### config.mk
export PLATFORM = sky130hd
export DESIGN_NAME = q8_dequant_crt_residue_split_top
export DESIGN_NICKNAME = d
export VERILOG_FILES = /design/src/hw/rtl/q8dq_pkg.sv /design/src/hw/rtl/q8dq_fifo.sv /design/src/hw/rtl/q8dq_front.sv /design/src/hw/rtl/q8dq_back.sv /design/src/hw/rtl/q8_dequant_crt_residue_split_top.sv
export SDC_FILE = /design/constraint.sdc
export NUM_CORES = 2
export LEC_CHECK = 0
export BUFFER_PORTS_ARGS = -buffer_cell sky130_fd_sc_hd__buf_2
export CORE_MARGIN = 4
export CORE_UTILIZATION = 50
export DETAILED_ROUTE_END_ITERATION = 7
export PLACE_DENSITY = 0.66
export RECOVER_POWER = 25
export SYNTH_ARGS = -nofsm -noshare
export SYNTH_HDL_FRONTEND = slang
export SYNTH_SLANG_ARGS = --single-unit
### constraint.sdc
create_clock -name clk -period 21.2 [get_ports clk]
set_clock_uncertainty 0.05 [all_clocks]
set_input_delay 2.12 -clock clk [delete_from_list [all_inputs] [get_ports clk]]
set_output_delay 2.12 -clock clk [all_outputs]
set_load 0.01 [all_outputs]
### src/hw/rtl/q8dq_pkg.sv
package q8dq_pkg;

	localparam int QMAX_W = 28;
	localparam int ROWB_W = 13;
	localparam int CFG_IDX_W = 8;
	localparam logic [ROWB_W-1:0] ROW_MAX = 13'd4096;
	localparam logic [QMAX_W-1:0] QMAX_RESET = 28'd134217727;
	localparam logic [ROWB_W-1:0] ROWB_RESET = 13'd64;

	// register indexes on the configuration channel
	localparam logic [CFG_IDX_W-1:0] CFG_Q_MAX = 8'd0;
	localparam logic [CFG_IDX_W-1:0] CFG_ROW_BLOCKS = 8'd1;

	// moduli and the integer-indefinite code
	localparam logic [63:0] MOD_M1 = 64'h0000_0000_7FFF_FFFF;
	localparam logic [63:0] MOD_M2 = 64'h0000_0000_7FFF_FFED;
	localparam logic [63:0] INT64_INDEF = 64'h8000_0000_0000_0000;

	// configuration write as seen by the front and back
	typedef struct packed {
		logic                 valid;
		logic [CFG_IDX_W-1:0] index;
		logic [QMAX_W-1:0]    data;
	} cfg_wr_t;

	// classified item passed from front to back
	typedef struct packed {
		logic        is_scale;
		logic [15:0] data;
		logic        last_blk;
		logic        last_row;
	} item_t;

	// unpacked fp32 gain of the current block
	typedef struct packed {
		logic              sign;
		logic signed [7:0] exp;
		logic [23:0]       mant;
		logic              zero;
		logic              special;
	} gain_t;

endpackage

### src/hw/rtl/q8dq_fifo.sv
module q8dq_fifo (
	input  logic            clk,
	input  logic            arst_n,
	input  logic            push,
	input  q8dq_pkg::item_t push_item,
	output logic            full,
	input  logic            pop,
	output logic            head_valid,
	output q8dq_pkg::item_t head_item
);
	import q8dq_pkg::*;

	localparam int DEPTH = 4;
	localparam int AW = $clog2(DEPTH);

	item_t           mem_q [DEPTH];
	logic [AW-1:0]   wr_ptr_q;
	logic [AW-1:0]   rd_ptr_q;
	logic [AW:0]     cnt_q;

	assign full = (cnt_q == (AW+1)'(DEPTH));
	assign head_valid = (cnt_q != '0);
	assign head_item = mem_q[rd_ptr_q];

	// store on push
	always_ff @(posedge clk) begin
		if (push) begin
			mem_q[wr_ptr_q] <= push_item;
		end
	end

	// advance pointers and occupancy
	always_ff @(posedge clk or negedge arst_n) begin
		if (!arst_n) begin
			wr_ptr_q <= '0;
			rd_ptr_q <= '0;
			cnt_q <= '0;
		end else begin
			if (push) wr_ptr_q <= wr_ptr_q + 1'b1;
			if (pop) rd_ptr_q <= rd_ptr_q + 1'b1;
			if (push && !pop) cnt_q <= cnt_q + 1'b1;
			else if (!push && pop) cnt_q <= cnt_q - 1'b1;
		end
	end

	a_cnt_bound: assert property (@(posedge clk) disable iff (!arst_n)
		cnt_q <= (AW+1)'(DEPTH)) else $error("queue occupancy above depth");
	a_no_underflow: assert property (@(posedge clk) disable iff (!arst_n)
		pop |-> cnt_q != '0) else $error("pop from empty queue");
	a_fill: assert property (@(posedge clk) disable iff (!arst_n)
		push && !pop |=> cnt_q == $past(cnt_q) + 1'b1) else $error("push lost");

endmodule

### src/hw/rtl/q8dq_front.sv
module q8dq_front #(
	parameter int BLOCK_ELEMENTS = 32
) (
	input  logic              clk,
	input  logic              arst_n,
	input  q8dq_pkg::cfg_wr_t cfg,
	input  logic [7:0]        in_byte,
	input  logic              in_accept,
	output logic              push,
	output q8dq_pkg::item_t   push_item
);
	import q8dq_pkg::*;

	localparam int PW = $clog2(BLOCK_ELEMENTS + 2);
	localparam logic [PW-1:0] POS_LAST = PW'(BLOCK_ELEMENTS + 1);
	localparam logic [PW-1:0] POS_HI = PW'(1);

	logic [PW-1:0]     pos_q;
	logic [7:0]        lo_q;
	logic [11:0]       blk_q;
	logic [ROWB_W-1:0] row_blocks_q;
	logic [ROWB_W-1:0] lim;
	logic              last_blk;
	logic              last_row;

	// clamp row length
	always_comb begin
		if (row_blocks_q == '0) lim = ROWB_W'(1);
		else if (row_blocks_q > ROW_MAX) lim = ROW_MAX;
		else lim = row_blocks_q;
	end

	assign last_blk = (pos_q == POS_LAST);
	assign last_row = last_blk && (({1'b0, blk_q} + 13'd1) >= lim);

	// classify the byte
	assign push = in_accept && (pos_q != '0);
	always_comb begin
		push_item.is_scale = (pos_q == POS_HI);
		push_item.data = (pos_q == POS_HI) ? {in_byte, lo_q} : {8'd0, in_byte};
		push_item.last_blk = last_blk;
		push_item.last_row = last_row;
	end

	// track stream position
	always_ff @(posedge clk or negedge arst_n) begin
		if (!arst_n) begin
			pos_q <= '0;
			lo_q <= '0;
			blk_q <= '0;
			row_blocks_q <= ROWB_RESET;
		end else begin
			if (cfg.valid && cfg.index == CFG_ROW_BLOCKS) begin
				row_blocks_q <= cfg.data[ROWB_W-1:0];
			end
			if (in_accept) begin
				if (pos_q == '0) lo_q <= in_byte;
				if (last_blk) begin
					pos_q <= '0;
					blk_q <= last_row ? 12'd0 : blk_q + 12'd1;
				end else begin
					pos_q <= pos_q + 1'b1;
				end
			end
		end
	end

endmodule

### src/hw/rtl/q8dq_back.sv
module q8dq_back (
	input  logic              clk,
	input  logic              arst_n,
	input  q8dq_pkg::cfg_wr_t cfg,
	input  logic              head_valid,
	input  q8dq_pkg::item_t   head_item,
	output logic              pop,
	output logic              out_valid,
	input  logic              out_ready,
	output logic [31:0]       out_m1,
	output logic [31:0]       out_m2,
	output logic              out_lb,
	output logic              out_lr
);
	import q8dq_pkg::*;

	logic              en;
	logic [QMAX_W-1:0] q_max_q;
	logic [23:0]       qf_m_q;
	logic [4:0]        qf_e_q;
	logic              qf_zero_q;
	gain_t             gain_q;

	// stage registers
	logic              v_s1, v_s2, v_s3, v_s4, v_s5, v_s6, v_s7, v_s8;
	item_t             it_s1;
	logic              sc_s2, lb_s2, lr_s2, sg_s2, zr_s2, sp_s2, qs_s2;
	logic [34:0]       p_s2;
	logic signed [7:0] es_s2;
	logic [7:0]        a_s2;
	logic [31:0]       p_s3;
	logic signed [7:0] e_s3, k_s4;
	logic              sg_s3, zr_s3, sp_s3, lb_s3, lr_s3;
	logic [23:0]       n_s4;
	logic              sg_s4, zr_s4, sp_s4, lb_s4, lr_s4;
	logic [63:0]       x_s5, x_s6, r1_s7, r2_s7;
	logic              lb_s5, lr_s5, lb_s6, lr_s6, lb_s7, lr_s7;
	logic [31:0]       m1_s8, m2_s8;
	logic              lb_s8, lr_s8;

	assign en = !v_s8 || out_ready;
	assign pop = en && head_valid;

	// q_max to fp32, round to nearest even
	logic [4:0]        ql;
	logic [2:0]        qsh;
	logic [QMAX_W-1:0] qn, qrem, qhalf;
	logic [24:0]       qn25;
	logic [23:0]       qm_c;
	logic [4:0]        qe_c;
	always_comb begin
		ql = '0;
		for (int i = 0; i < QMAX_W; i++) begin
			if (q_max_q[i]) ql = 5'(i);
		end
		qsh = '0;
		qn = '0;
		qrem = '0;
		qhalf = '0;
		qn25 = '0;
		if (ql <= 5'd23) begin
			qm_c = 24'(q_max_q << (5'd23 - ql));
			qe_c = ql;
		end else begin
			qsh = 3'(ql - 5'd23);
			qn = q_max_q >> qsh;
			qrem = q_max_q & ~({QMAX_W{1'b1}} << qsh);
			qhalf = QMAX_W'(1) << (qsh - 3'd1);
			qn25 = {1'b0, qn[23:0]} +
				25'((qrem > qhalf) || (qrem == qhalf && qn[0]));
			if (qn25[24]) begin
				qm_c = 24'h800000;
				qe_c = ql + 5'd1;
			end else begin
				qm_c = qn25[23:0];
				qe_c = ql;
			end
		end
	end

	// hold config and its fp32 form
	always_ff @(posedge clk or negedge arst_n) begin
		if (!arst_n) begin
			q_max_q <= QMAX_RESET;
			qf_m_q <= '0;
			qf_e_q <= '0;
			qf_zero_q <= 1'b0;
		end else begin
			if (cfg.valid && cfg.index == CFG_Q_MAX) q_max_q <= cfg.data;
			qf_m_q <= qm_c;
			qf_e_q <= qe_c;
			qf_zero_q <= (q_max_q == '0);
		end
	end

	// stage 2: decode half scale, multiply mantissas
	logic [4:0]        he;
	logic [9:0]        hm;
	logic [3:0]        hp;
	logic [10:0]       m11;
	logic signed [7:0] eu;
	always_comb begin
		he = it_s1.data[14:10];
		hm = it_s1.data[9:0];
		hp = '0;
		for (int i = 0; i < 10; i++) begin
			if (hm[i]) hp = 4'(i);
		end
		if (he == 5'd0) begin
			m11 = 11'(hm) << (4'd10 - hp);
			eu = $signed({4'd0, hp}) - 8'sd24;
		end else begin
			m11 = {1'b1, hm};
			eu = $signed({3'd0, he}) - 8'sd15;
		end
	end

	// stage 3: round gain; quants multiply by gain
	logic [23:0] gn;
	logic        gup;
	logic [24:0] gn25;
	logic signed [7:0] ge;
	always_comb begin
		if (p_s2[34]) begin
			gn = p_s2[34:11];
			gup = p_s2[10] && ((|p_s2[9:0]) || gn[0]);
			ge = es_s2 + 8'sd1;
		end else begin
			gn = p_s2[33:10];
			gup = p_s2[9] && ((|p_s2[8:0]) || gn[0]);
			ge = es_s2;
		end
		gn25 = {1'b0, gn} + 25'(gup);
	end

	// stage 4: normalize and round the fp32 product
	logic [3:0]  l2;
	logic [3:0]  sh2;
	logic [31:0] n2, rem2, half2;
	logic [24:0] n2r;
	always_comb begin
		l2 = '0;
		for (int i = 23; i < 32; i++) begin
			if (p_s3[i]) l2 = 4'(i - 23);
		end
		sh2 = l2;
		n2 = p_s3 >> sh2;
		rem2 = p_s3 & ~(32'hFFFF_FFFF << sh2);
		half2 = (sh2 != '0) ? (32'd1 << (sh2 - 4'd1)) : 32'd0;
		n2r = {1'b0, n2[23:0]} +
			25'((sh2 != '0) && ((rem2 > half2) || (rem2 == half2 && n2[0])));
	end

	// stage 5: convert to int64, ties to even
	logic [5:0]  s5;
	logic [23:0] q5, rem5, half5;
	logic [63:0] mag;
	always_comb begin
		s5 = 6'(-k_s4);
		q5 = '0;
		rem5 = '0;
		half5 = '0;
		if (!k_s4[7]) begin
			mag = {40'd0, n_s4} << k_s4[5:0];
		end else if (s5 >= 6'd25) begin
			mag = '0;
		end else begin
			q5 = n_s4 >> s5;
			rem5 = n_s4 & ~(24'hFF_FFFF << s5);
			half5 = 24'd1 << (s5 - 6'd1);
			mag = {40'd0, q5} + 64'((rem5 > half5) || (rem5 == half5 && q5[0]));
		end
	end

	// stage 7 and output compares, signed 64-bit
	logic [63:0] r1a, r2a;
	assign r1a = (x_s6 & MOD_M1) + (x_s6 >> 31);
	assign r2a = (!x_s6[63] && x_s6 >= MOD_M2) ? x_s6 - MOD_M2 : x_s6;

	logic [63:0] r1f, r2f;
	assign r1f = (!r1_s7[63] && r1_s7 >= MOD_M1) ? r1_s7 - MOD_M1 : r1_s7;
	assign r2f = (!r2_s7[63] && r2_s7 >= MOD_M2) ? r2_s7 - MOD_M2 : r2_s7;

	// advance valid bits and the block gain
	always_ff @(posedge clk or negedge arst_n) begin
		if (!arst_n) begin
			v_s1 <= 1'b0;
			v_s2 <= 1'b0;
			v_s3 <= 1'b0;
			v_s4 <= 1'b0;
			v_s5 <= 1'b0;
			v_s6 <= 1'b0;
			v_s7 <= 1'b0;
			v_s8 <= 1'b0;
			gain_q <= '{sign: 1'b0, exp: 8'sd0, mant: 24'd0, zero: 1'b1, special: 1'b0};
		end else if (en) begin
			v_s1 <= pop;
			v_s2 <= v_s1;
			v_s3 <= v_s2 && !sc_s2;
			v_s4 <= v_s3;
			v_s5 <= v_s4;
			v_s6 <= v_s5;
			v_s7 <= v_s6;
			v_s8 <= v_s7;
			if (v_s2 && sc_s2) begin
				gain_q.sign <= sg_s2;
				gain_q.zero <= zr_s2;
				gain_q.special <= sp_s2;
				if (gn25[24]) begin
					gain_q.mant <= 24'h800000;
					gain_q.exp <= ge + 8'sd1;
				end else begin
					gain_q.mant <= gn25[23:0];
					gain_q.exp <= ge;
				end
			end
		end
	end

	// move payload down the pipe
	always_ff @(posedge clk) begin
		if (en) begin
			it_s1 <= head_item;

			sc_s2 <= it_s1.is_scale;
			lb_s2 <= it_s1.last_blk;
			lr_s2 <= it_s1.last_row;
			sg_s2 <= it_s1.data[15];
			sp_s2 <= (he == 5'h1F);
			zr_s2 <= (he == 5'd0 && hm == '0) || qf_zero_q;
			p_s2 <= 35'(m11) * 35'(qf_m_q);
			es_s2 <= eu + $signed({3'd0, qf_e_q});
			qs_s2 <= it_s1.data[7];
			a_s2 <= it_s1.data[7] ? 8'(~it_s1.data[7:0] + 8'd1) : it_s1.data[7:0];

			p_s3 <= 32'(gain_q.mant) * 32'(a_s2);
			e_s3 <= gain_q.exp;
			sg_s3 <= gain_q.sign ^ qs_s2;
			sp_s3 <= gain_q.special;
			zr_s3 <= gain_q.zero || (a_s2 == '0);
			lb_s3 <= lb_s2;
			lr_s3 <= lr_s2;

			n_s4 <= n2r[24] ? 24'h800000 : n2r[23:0];
			k_s4 <= e_s3 - 8'sd23 + $signed({4'd0, sh2}) + $signed({7'd0, n2r[24]});
			sg_s4 <= sg_s3;
			sp_s4 <= sp_s3;
			zr_s4 <= zr_s3;
			lb_s4 <= lb_s3;
			lr_s4 <= lr_s3;

			if (sp_s4) x_s5 <= INT64_INDEF;
			else if (zr_s4) x_s5 <= '0;
			else x_s5 <= sg_s4 ? (64'd0 - mag) : mag;
			lb_s5 <= lb_s4;
			lr_s5 <= lr_s4;

			x_s6 <= x_s5[63] ? x_s5 + MOD_M1 : x_s5;
			lb_s6 <= lb_s5;
			lr_s6 <= lr_s5;

			r1_s7 <= r1a;
			r2_s7 <= r2a;
			lb_s7 <= lb_s6;
			lr_s7 <= lr_s6;

			m1_s8 <= r1f[31:0];
			m2_s8 <= r2f[31:0];
			lb_s8 <= lb_s7;
			lr_s8 <= lr_s7;
		end
	end

	assign out_valid = v_s8;
	assign out_m1 = m1_s8;
	assign out_m2 = m2_s8;
	assign out_lb = lb_s8;
	assign out_lr = lr_s8;

endmodule

### src/hw/rtl/q8_dequant_crt_residue_split_top.sv
// Q8_0 dequantizer with residue split modulo 2^31-1 and 2^31-19.
// An accepted quant byte passes the queue and stage registers s1 to s8 before its result shows on m_tvalid.
// Throughput: one byte per cycle while the queue is not full (s_tready high); scale bytes give no result.
// A 4-entry queue parts the byte classifier from the 8-stage math pipe.
// Reset (arst_n low, asynchronous) clears position, gain and queue, and
// loads q_max = 134217727 and row_blocks = 64.
module q8_dequant_crt_residue_split_top #(
	parameter int BLOCK_ELEMENTS = 32
) (
	input  logic        clk,
	input  logic        arst_n,
	input  logic        s_tvalid,
	output logic        s_tready,
	input  logic [7:0]  s_tdata,   // [7:0] raw_byte
	output logic        m_tvalid,
	input  logic        m_tready,
	output logic [63:0] m_tdata,   // [31:0] residue_m1, [63:32] residue_m2
	output logic        m_tuser,   // [0] last_in_block
	output logic        m_tlast,   // last_in_row
	input  logic        cfg_valid,
	output logic        cfg_ready,
	input  logic [7:0]  cfg_index,
	input  logic [27:0] cfg_data
);
	import q8dq_pkg::*;

	cfg_wr_t     cfg;
	logic        push;
	item_t       push_item;
	logic        full;
	logic        pop;
	logic        head_valid;
	item_t       head_item;
	logic [31:0] res_m1;
	logic [31:0] res_m2;

	assign cfg_ready = 1'b1;
	assign cfg = '{valid: cfg_valid, index: cfg_index, data: cfg_data};
	assign s_tready = !full;

	q8dq_front #(.BLOCK_ELEMENTS(BLOCK_ELEMENTS)) u_front (
		.clk       (clk),
		.arst_n    (arst_n),
		.cfg       (cfg),
		.in_byte   (s_tdata),
		.in_accept (s_tvalid && s_tready),
		.push      (push),
		.push_item (push_item)
	);

	q8dq_fifo u_fifo (
		.clk        (clk),
		.arst_n     (arst_n),
		.push       (push),
		.push_item  (push_item),
		.full       (full),
		.pop        (pop),
		.head_valid (head_valid),
		.head_item  (head_item)
	);

	q8dq_back u_back (
		.clk        (clk),
		.arst_n     (arst_n),
		.cfg        (cfg),
		.head_valid (head_valid),
		.head_item  (head_item),
		.pop        (pop),
		.out_valid  (m_tvalid),
		.out_ready  (m_tready),
		.out_m1     (res_m1),
		.out_m2     (res_m2),
		.out_lb     (m_tuser),
		.out_lr     (m_tlast)
	);

	assign m_tdata = {res_m2, res_m1};

endmodule

==> flow_metrics.env <==
export IMPL_endpoint_kind="flop"
export IMPL_ys_flop_type="edfxtp_1"
export IMPL_crit_type="flop to flop"
export IMPL_grt_overflow=0
export IMPL_place_inst=7172
export IMPL_cts_buffers=79
export IMPL_hpwl_mm=111.1
export IMPL_vias=43165
export IMPL_cts_buffer_depth=3
export IMPL_cp_top_family="simple AND/OR/NAND/NOR gates"
export IMPL_drt_wl_total_mm=147.3
export IMPL_period_minus_slack_ns=9.517
export IMPL_synth_seq_cells=679
export IMPL_post_cts_resized=0
export IMPL_die_height_um=346.1
export IMPL_portBuffers=116
export IMPL_clkTransAtPathRegs_ns=0.07
export IMPL_grtUsageTotal_pct=24.24
export IMPL_run_status="finished with violations"
export IMPL_synth_warnings=0
export IMPL_cts_num_sinks=679
export IMPL_cpPeakStageDelay_ns=0.70
export IMPL_insertion_delay_ns=0.66
export IMPL_critPathBufInv=4
export IMPL_post_route_drc_count=0
export IMPL_synthCells=5795
export IMPL_ios=118
export IMPL_cp_required_ns=21.50
export IMPL_core_area_um2=113000
export IMPL_grt_pass1_wl_mm=236.4
export IMPL_worstSetupStartpointType="flop"
export IMPL_antenna_found_initial=1
export IMPL_worst_pin_slew_ns=3.086
export IMPL_cap_viol_max_count=4
export IMPL_rsz0062_at_grt="no"
export IMPL_drtPass1Iterations=8
export IMPL_setup_ws_ns=11.68
export IMPL_die_width_um=346.1
export IMPL_grt_pass1_vias=42550
export IMPL_start_util_pct=50.59
export IMPL_die_area_um2=119800
export IMPL_grt_max_degree=84
export IMPL_cts_setup_buffers=0
export IMPL_vias_per_cell=5.898
export IMPL_design_area_um2=61550
export IMPL_slew_violations=198
export IMPL_gp_congestion=0.9817
export IMPL_drive_above_1_share_pct=9.778
export IMPL_cts_htree_levels=3
export IMPL_drtIter0Drc=3654
export IMPL_fmax_ghz=0.1051
export IMPL_ys_types=104
export IMPL_crit_slowest_cell="xnor2_1"
export IMPL_hp_class="flop to flop"
export IMPL_nets=6413
export IMPL_cts_root_buffer="clkbuf_16"
export IMPL_critPathArrivalTime_ns=9.82
export IMPL_cts_hold_buffers=0
export IMPL_place_area_um2=58890
export IMPL_timing_final_crit_share_pct=44.89
export IMPL_wl_per_cell_um=20.13
export IMPL_setup_tns_ns=0
export IMPL_netlist_area_um2=57150
export IMPL_synth_edf_count=532
export IMPL_relSlewSlack_pct=-105.7
export IMPL_pre_cts_ws_ns=11.94
export IMPL_cts_tree="yes"
export IMPL_hold_violations=0
export IMPL_async_flop_share_pct=21.65
export IMPL_finalNonFillerCells=7319
export IMPL_ys_seq_area_share_pct=34.46
export IMPL_num_rows=123
export IMPL_syn2layout_area_growth_pct=7.696
export IMPL_violations="max-capacitance violations, max-slew violations"
export IMPL_setup_violations=0
export IMPL_critPathMaxFanout=50
export IMPL_crit_top_cell="ha_1"
export IMPL_avgSynthCellArea_um2=9.861
export IMPL_antenna_cells=0
export IMPL_ant_nets=0
worst paths after layout:
| check | startpoint | endpoint | slack, ns | depth (start not counted) |
|---|---|---|---|---|
| worst min-delay path | u_back.sp_s3$_DFFE_PP_ | u_back.sp_s4$_DFFE_PP_ | 0.36 | 0 |
| worst min register to register | u_back.sp_s3$_DFFE_PP_ | u_back.sp_s4$_DFFE_PP_ | 0.36 | 0 |
| min in group asynchronous | arst_n | u_back.qf_m_q[15]$_DFF_PN0_ | 2.37 | 1 |
| worst max-delay path | u_back.k_s4[1]$_DFFE_PP_ | u_back.x_s5[36]$_SDFFCE_PP0P_ | 11.68 | 29 |
| max in group asynchronous | arst_n | u_back.v_s5$_DFFE_PN0P_ | 14.70 | 2 |
| worst max register to register | u_back.k_s4[1]$_DFFE_PP_ | u_back.x_s5[36]$_SDFFCE_PP0P_ | 11.68 | 29 |
cells in the mapped netlist (19+ instances only):
master | n | share of area, %
a211oi_1 | 21 | 0.28
a21boi_0 | 21 | 0.28
a21o_1 | 44 | 0.58
a21oi_1 | 187 | 1.6
a22oi_1 | 19 | 0.25
a31oi_1 | 38 | 0.42
and2_1 | 198 | 2.2
and3_1 | 77 | 0.84
buf_1 | 44 | 0.29
buf_2 | 26 | 0.23
clkbuf_1 | 225 | 1.5
dfrtp_1 | 118 | 5.2
dfstp_2 | 29 | 1.3
edfxtp_1 | 532 | 28
fa_1 | 333 | 12
ha_1 | 278 | 6.1
inv_1 | 418 | 2.7
mux2_2 | 95 | 1.9
mux2i_1 | 172 | 3.0
mux4_2 | 85 | 3.3
nand2_1 | 771 | 5.1
nand2b_1 | 46 | 0.50
nand3_1 | 165 | 1.4
nand4_1 | 72 | 0.79
nor2_1 | 406 | 2.7
nor2b_1 | 71 | 0.78
nor3_1 | 117 | 1.0
nor4_1 | 50 | 0.55
o211ai_1 | 24 | 0.32
o21a_1 | 46 | 0.60
o21ai_0 | 197 | 1.7
o22ai_1 | 34 | 0.37
o31ai_1 | 38 | 0.50
or2_2 | 21 | 0.23
or3_1 | 39 | 0.43
xnor2_1 | 254 | 3.9
xor2_1 | 187 | 2.9
metal layers:
metal / share of wire (%) / track usage (%)
met5: 0 / 0
met4: 2.9 / 7.153
met3: 6.5 / 3.439
met2: 48 / 40.88
met1: 43 / 32.72
sequential cells by signal, indices dropped and copies added, names as in the netlist, 28 cells and up:
signal	cells
u_back.x_s5	64
u_back.p_s2	35
u_back.out_m2	32
u_back.gain_q	35
u_back.q_max_q	28
u_back.out_m1	32
u_back.x_s6	64
u_back.p_s3	32
u_back.r1_s7	34
u_back.r2_s7	64
u_fifo.mem_q	76
through the flow:
stage	hold slack [ns]	util [%]
finish	0.3640	54.48
detailed placement	0.3555	52.13
floorplan	0.3503	-
global placement	0.3515	52.13
global route	0.3743	54.48
CTS	0.3658	54.52
cell usage in the layout (no fill, tap or decap), types with 172 or more instances in the layout:
master	count
nand2_1	771
edfxtp_1	532
inv_1	418
nor2_1	404
fa_1	333
ha_1	278
xnor2_1	253
o21ai_0	194
and2_1	194
xor2_1	187
a21oi_1	186
mux2i_1	172
area by class of cell:
cell class	instances	area, um2
multi-input cells	4396	34710
clock inverters	57	656.9
repair buffers	172	973.4
fillers	10072	51420
well taps	1500	1877
flip-flops and latches	679	19690
inverters	425	1595
clock buffers	90	2039
kinds of logic (layout without fill, tap and decap cells):
logic type | after synthesis | count (layout) | synth area share (%)
flops | 679 | 679 | 34.46
compound gates | 849 | 849 | 9.859
other cells | 2 | 14 | 0.01314
xor+xnor | 442 | 442 | 6.787
simple gates | 2128 | 2128 | 17.91
mux | 352 | 352 | 8.234
buf+inv | 732 | 744 | 4.990
fa+ha+maj | 611 | 611 | 17.75
Power is left out: the tool's default activity adds up to more than one toggle a clock period on the data nets, which glitch-free logic cannot reach.
